### config.mk
export PLATFORM = sky130hd
export DESIGN_NAME = pht_ctrl
export DESIGN_NICKNAME = d
export VERILOG_FILES = /design/src/probed_hash_id_table_top_defines.svh /design/src/pht_pkg.sv /design/src/pht_ctrl.sv
export SDC_FILE = /design/constraint.sdc
export NUM_CORES = 1
export LEC_CHECK = 0
export CAP_MARGIN = 20
export CORE_AREA = 3 3 40 42
export DETAILED_ROUTE_END_ITERATION = 12
export DIE_AREA = 0 0 43 45
export DONT_BUFFER_PORTS = 1
export SYNTH_ARGS = -nofsm -noshare
export SYNTH_HDL_FRONTEND = slang
export SYNTH_SLANG_ARGS = --single-unit
### constraint.sdc
create_clock -name clk -period 1.8 [get_ports clk]
set_input_delay 0.09 -clock clk [delete_from_list [all_inputs] [get_ports clk]]
set_output_delay 0.09 -clock clk [all_outputs]
set_load 0.01 [all_outputs]
### src/probed_hash_id_table_top_defines.svh
// ---------------------------------------------------------------------------
// Assertion macros
// Shared concurrent assertion forms for the probed hash id table.
// ---------------------------------------------------------------------------
`ifndef PROBED_HASH_ID_TABLE_TOP_DEFINES_SVH
`define PROBED_HASH_ID_TABLE_TOP_DEFINES_SVH

// Same-cycle implication, disabled during reset.
`define PHT_ASSERT_NOW(name, clk, rst, ante, cons, msg) \
  name: assert property (@(posedge clk) disable iff (rst) (ante) |-> (cons)) else $error(msg);

// Next-cycle implication, disabled during reset.
`define PHT_ASSERT_NEXT(name, clk, rst, ante, cons, msg) \
  name: assert property (@(posedge clk) disable iff (rst) (ante) |=> (cons)) else $error(msg);

`endif

### src/pht_pkg.sv
// ---------------------------------------------------------------------------
// pht_pkg
// Constants, codes and controller/datapath interface types of the hash table.
// ---------------------------------------------------------------------------
package pht_pkg;

  localparam int TABLE_SLOTS   = 1024;
  localparam int SLOT_BITS     = $clog2(TABLE_SLOTS);
  localparam int RECORD_BITS   = 20;
  localparam int KEY_BITS      = 64;
  localparam int COUNT_BITS    = 11;
  localparam int RETIRED_BITS  = 20;
  localparam int ENTRY_BITS    = KEY_BITS + RECORD_BITS;
  localparam int OUT_DATA_BITS = 64;
  localparam int OUT_PAD_BITS  = OUT_DATA_BITS - RECORD_BITS - 2 * COUNT_BITS - RETIRED_BITS;
  localparam int FILL_LIMIT    = (TABLE_SLOTS * 7 + 9) / 10 - 1;

  localparam logic [KEY_BITS-1:0] KEY_EMPTY = '0;
  localparam logic [KEY_BITS-1:0] KEY_TOMB  = '1;
  localparam logic [63:0] MIX_C1 = 64'hbf58476d1ce4e5b9;
  localparam logic [63:0] MIX_C2 = 64'h94d049bb133111eb;

  typedef enum logic [1:0] {
    REQ_INSERT = 2'd0,
    REQ_REMOVE = 2'd1,
    REQ_LOOKUP = 2'd2,
    REQ_CLEAR  = 2'd3
  } req_t;

  typedef enum logic [2:0] {
    ST_OK        = 3'd0,
    ST_INVALID   = 3'd1,
    ST_PRESENT   = 3'd2,
    ST_NOT_FOUND = 3'd3,
    ST_FULL      = 3'd4
  } status_t;

  typedef enum logic [2:0] {
    HOP_NONE,
    HOP_PRE,
    HOP_MUL_LL,
    HOP_MUL_HL,
    HOP_MUL_LH,
    HOP_MIX
  } hash_op_t;

  typedef struct packed {
    logic     in_ready;
    logic     capture;
    hash_op_t hop;
    logic     round;
    logic     probe_rd;
    logic     probe_chk;
    logic     clr_wr;
    logic     apply;
    logic     out_load;
  } pht_cmd_t;

  typedef struct packed {
    logic reserved;
    logic is_clear;
    logic probe_stop;
    logic sweep_last;
    logic out_free;
  } pht_sts_t;

endpackage

### src/pht_ctrl.sv
// ---------------------------------------------------------------------------
// pht_ctrl
// Request sequencer: clear sweep, hash rounds, probe loop, apply and output.
// ---------------------------------------------------------------------------
module pht_ctrl (
  input  logic              clk,
  input  logic              rst,
  input  logic              in_valid,
  input  pht_pkg::pht_sts_t sts,
  output pht_pkg::pht_cmd_t cmd
);
  import pht_pkg::*;

  typedef enum logic [3:0] {
    S_INIT,
    S_IDLE,
    S_DECODE,
    S_PRE,
    S_MUL0,
    S_MUL1,
    S_MUL2,
    S_MIX,
    S_PROBE_RD,
    S_PROBE_CHK,
    S_CLEAR,
    S_APPLY,
    S_FINISH
  } state_t;

  state_t state;
  logic   round;

  always_ff @(posedge clk) begin
    if (rst) begin
      state <= S_INIT;
      round <= 1'b0;
    end else begin
      case (state)
        S_INIT: begin
          if (sts.sweep_last) state <= S_IDLE;
        end
        S_IDLE: begin
          if (in_valid) state <= S_DECODE;
        end
        S_DECODE: begin
          round <= 1'b0;
          if (sts.is_clear) begin
            state <= S_CLEAR;
          end else if (sts.reserved) begin
            state <= S_APPLY;
          end else begin
            state <= S_PRE;
          end
        end
        S_PRE:  state <= S_MUL0;
        S_MUL0: state <= S_MUL1;
        S_MUL1: state <= S_MUL2;
        S_MUL2: state <= S_MIX;
        S_MIX: begin
          if (round) begin
            state <= S_PROBE_RD;
          end else begin
            round <= 1'b1;
            state <= S_MUL0;
          end
        end
        S_PROBE_RD: state <= S_PROBE_CHK;
        S_PROBE_CHK: begin
          state <= sts.probe_stop ? S_APPLY : S_PROBE_RD;
        end
        S_CLEAR: begin
          if (sts.sweep_last) state <= S_APPLY;
        end
        S_APPLY: state <= S_FINISH;
        S_FINISH: begin
          if (sts.out_free) state <= S_IDLE;
        end
        default: state <= S_INIT;
      endcase
    end
  end

  always_comb begin
    cmd       = '0;
    cmd.hop   = HOP_NONE;
    cmd.round = round;
    case (state)
      S_INIT, S_CLEAR: cmd.clr_wr = 1'b1;
      S_IDLE: begin
        cmd.in_ready = 1'b1;
        cmd.capture  = in_valid;
      end
      S_PRE:       cmd.hop       = HOP_PRE;
      S_MUL0:      cmd.hop       = HOP_MUL_LL;
      S_MUL1:      cmd.hop       = HOP_MUL_HL;
      S_MUL2:      cmd.hop       = HOP_MUL_LH;
      S_MIX:       cmd.hop       = HOP_MIX;
      S_PROBE_RD:  cmd.probe_rd  = 1'b1;
      S_PROBE_CHK: cmd.probe_chk = 1'b1;
      S_APPLY:     cmd.apply     = 1'b1;
      S_FINISH:    cmd.out_load  = sts.out_free;
      default: ;
    endcase
  end

endmodule

==> key figures <==
Logic synthesis
  • Seq cells post-synth: 5
  • Avg Inst Size Synth: 7.51 sq um
  • Synth area leader: dfxtp_1
  • Cells after Synth: 70
  • Warnings from Yosys: 0
  • Post-synth EDFFs: 0
  • Post-Syn Area: 526 sq um
  • Yosys cell types: 30
  • Sequential area share after synthesis: 0.190
  • Synth area leaders: dfxtp_1 (19%), nor2_1 (7.1%), buf_4 (5.7%)
  • Yosys top cell area share: 0.190
  • Synth Net Count: 78
  • Ys flop type: dfxtp_1
  • Post-synth ARST share: 0

Final layout
  • Antenna cells: 0
  • Final nets: 80
  • Register Area: 100 sq um
  • Area Overhead vs Synth: 3.81%
  • Ratio of cells with drive above 1 in the final layout: 0.197
  • Multi-input logic area: 345 sq um
  • Fillcell total: 142

Critical path
  • Crit-path cells: nand2_1, nor3_1
  • Crit. End Element: primary output
  • Crit Reg-Reg Startpoint: state[3]$_SDFFE_PP0P_
  • CP max stage delay: 0.69 ns
  • Worst EP required: 1.71 ns
  • Crit path launch: state[3]$_SDFFE_PP0P_
  • CP arrival: 1.50 ns
  • Slowest cell on crit path: dfxtp_1
  • Crit-path max FO: 19
  • Startpoint types: flop
  • CP Class: reg2out

Die
  • Ports: 19
  • Die extent in y: 45 um
  • Initial Util: 0.409
  • Cell Rows: 13
  • Die ar.: 1940 sq um
  • Core area: 1280 sq um
  • Die width: 43 um

Routing
  • DR iter-0 viols: 6
  • WL final: 1.17 mm
  • Routed via count: 482
  • DR pass1 iterations: 4
  • DRT antenna net count: 0
  • Wire per inst: 13.6 um
  • DRC Markers: 0
  • Vias/cell: 5.60

Placed design
  • Port bufs: 0
  • GPL Wtd Cong: 0.757
  • Post-DP HPWL: 904 um

Min path
  • HP Start: sts[1]
  • Worst min path class: in2reg

Clock tree
  • CTS tree: built
  • Max clock buf depth: 2
  • Clk sinks: 5
  • Worst-path clk slew: 0.04 ns
  • Setup bufs post-CTS: 0
  • H-tree depth: 1
  • Root Buffer Master: clkbuf_4
  • Clk_lat worst skew: 0.23 ns
  • CTS buffer count: 3
  • Gates resized, CTS repair: 0

Job
  • Number of max-cap violations: 0

Power and ir drop
  • P per Cell Area: 1240 nW/um^2
  • Psw: 299 uW
  • Maximum VDD drop: 0.536 mV
  • Pint: 378 uW
  • Combinational share of power: 0.547
  • Reg power frac: 0.269
  • Sw Ratio: 0.441
  • Leak Pwr: 0.196 nW
  • Clk network pwr share: 0.184

Outcome
  • Status: finished clean

Global routing
  • Total Routing Usage GR: 0.143
  • Initial antenna violation count: 0
  • Grt total ovfl: 0
  • Largest net degree at the start of global routing: 20
  • Vias in the first global route: 435
  • First-pass GRT wire length: 2.08 mm

STA
  • Fmax: 627 MHz
  • Worst hold margin: 0.0660 ns
  • Rel. slew slack: 0.603
  • Worst-margin pin slew: 0.595 ns
  • Final period utilization: 0.886
  • Layout Skew: 0.000254 ns
  • Final Max Tran Viols: 0
  • Setup Viol. Count Final: 0
  • RSZ-0062 raised after global routing: no
  • Crit path time final: 1.59 ns
  • Final hold vios: 0
  • Setup TNS: 0 ns
cells in the final DEF, fill, tap and decap left out, types with 2 or more instances in the layout:
cell       netlist  final
a21oi_1          4      4
a22oi_1          2      2
a2bb2oi_1        2      2
buf_4            4      4
clkbuf_4         1      3
dfxtp_1          5      5
inv_1            3      3
nand2_1          5      5
nand2b_1         2      2
nor2_1          10     10
nor2b_1          2      2
nor3_1           4      4
nor3_2           2      2
o21ai_0          5      5
o21ai_1          3      3
sequential cells by signal, summed over array words and instances, names as in the netlist:
name   cells
state      4
round      1
routing by layer:
metal / GRT usage / vias up / wire (um)
li1: - / 254 / -
met1: 0.194 / 217 / 544
met2: 0.207 / 11 / 546
met3: 0.0319 / 0 / 80
met4: 0.0904 / 0 / 0
met5: 0 / - / 0
per-stage QoR:
stage | worst slack [ns] | power, mW | instances | cell area [sq um] | utilization
finish | 0.206 | 0.677 | 86 | 546 | 0.425
global route | 0.0257 | 0.745 | 86 | 546 | 0.425
CTS | 0.209 | 0.684 | 86 | 546 | 0.425
detailed placement | 0.222 | 0.549 | 81 | 509 | 0.396
global placement | 0.249 | 0.548 | 81 | 509 | 0.396
floorplan | 0.571 | 0.510 | 70 | 526 | -
power groups by stage:
stage                     sequential [mW]  clock (mW)  combinational, mW
after floorplan                     0.154           0              0.356
after detailed placement            0.183           0              0.366
after CTS                           0.181       0.133              0.370
after global placement              0.183           0              0.365
final                               0.182       0.125              0.370
after global routing                0.189       0.138              0.418
layout make-up:
type / instances / area share
Tap cell: 15 / 0.0344
Inverter: 4 / 0.0275
Clock buffer: 4 / 0.0482
Timing Repair Buffer: 5 / 0.0734
Sequential cell: 5 / 0.183
Multi-Input combinational cell: 53 / 0.633
worst max-delay path, delay by kind of cell (launching register included):
kind             cells  cell delay, ns
DFF                  1            0.69
and+or+nand+nor      2            0.58
cell families (layout without fill, tap and decap cells):
family	Yosys count	after routing	share of synthesized area
AO/OA/AOI/OAI	23	23	0.307
XOR/XNOR	1	1	0.0167
buffers and inverters	12	13	0.152
flip-flops	5	5	0.190
AND/OR/NAND/NOR	29	29	0.333
synthesized netlist by cell type, types with 2 or more instances:
| master | n |
|---|---|
| o21ai_0 | 5 |
| a22oi_1 | 2 |
| o21ai_1 | 3 |
| dfxtp_1 | 5 |
| buf_4 | 4 |
| nor3_1 | 4 |
| nor2b_1 | 2 |
| nor3_2 | 2 |
| inv_1 | 3 |
| a2bb2oi_1 | 2 |
| buf_6 | 2 |
| nand2b_1 | 2 |
| a21oi_1 | 4 |
| nand2_1 | 5 |
| nor2_1 | 10 |
path summary, 6_finish.rpt:
path / end / slack (ns) / depth (start not counted)
setup / recovery: cmd[0] / 0.21 / 2
hold / removal: state[1]$_SDFFE_PP0P_ / 0.07 / 2
setup reg to reg: state[0]$_SDFFE_PP0P_ / 0.21 / 5
hold reg to reg: round$_SDFFE_PP0P_ / 0.58 / 2
repair_timing:
item                                   4_1_cts  5_1_grt
endpoints found under the hold margin        5        0
hold buffers                                 1        0
setup endpoints to repair                    0        0
(Power assumes the default switching activity.)
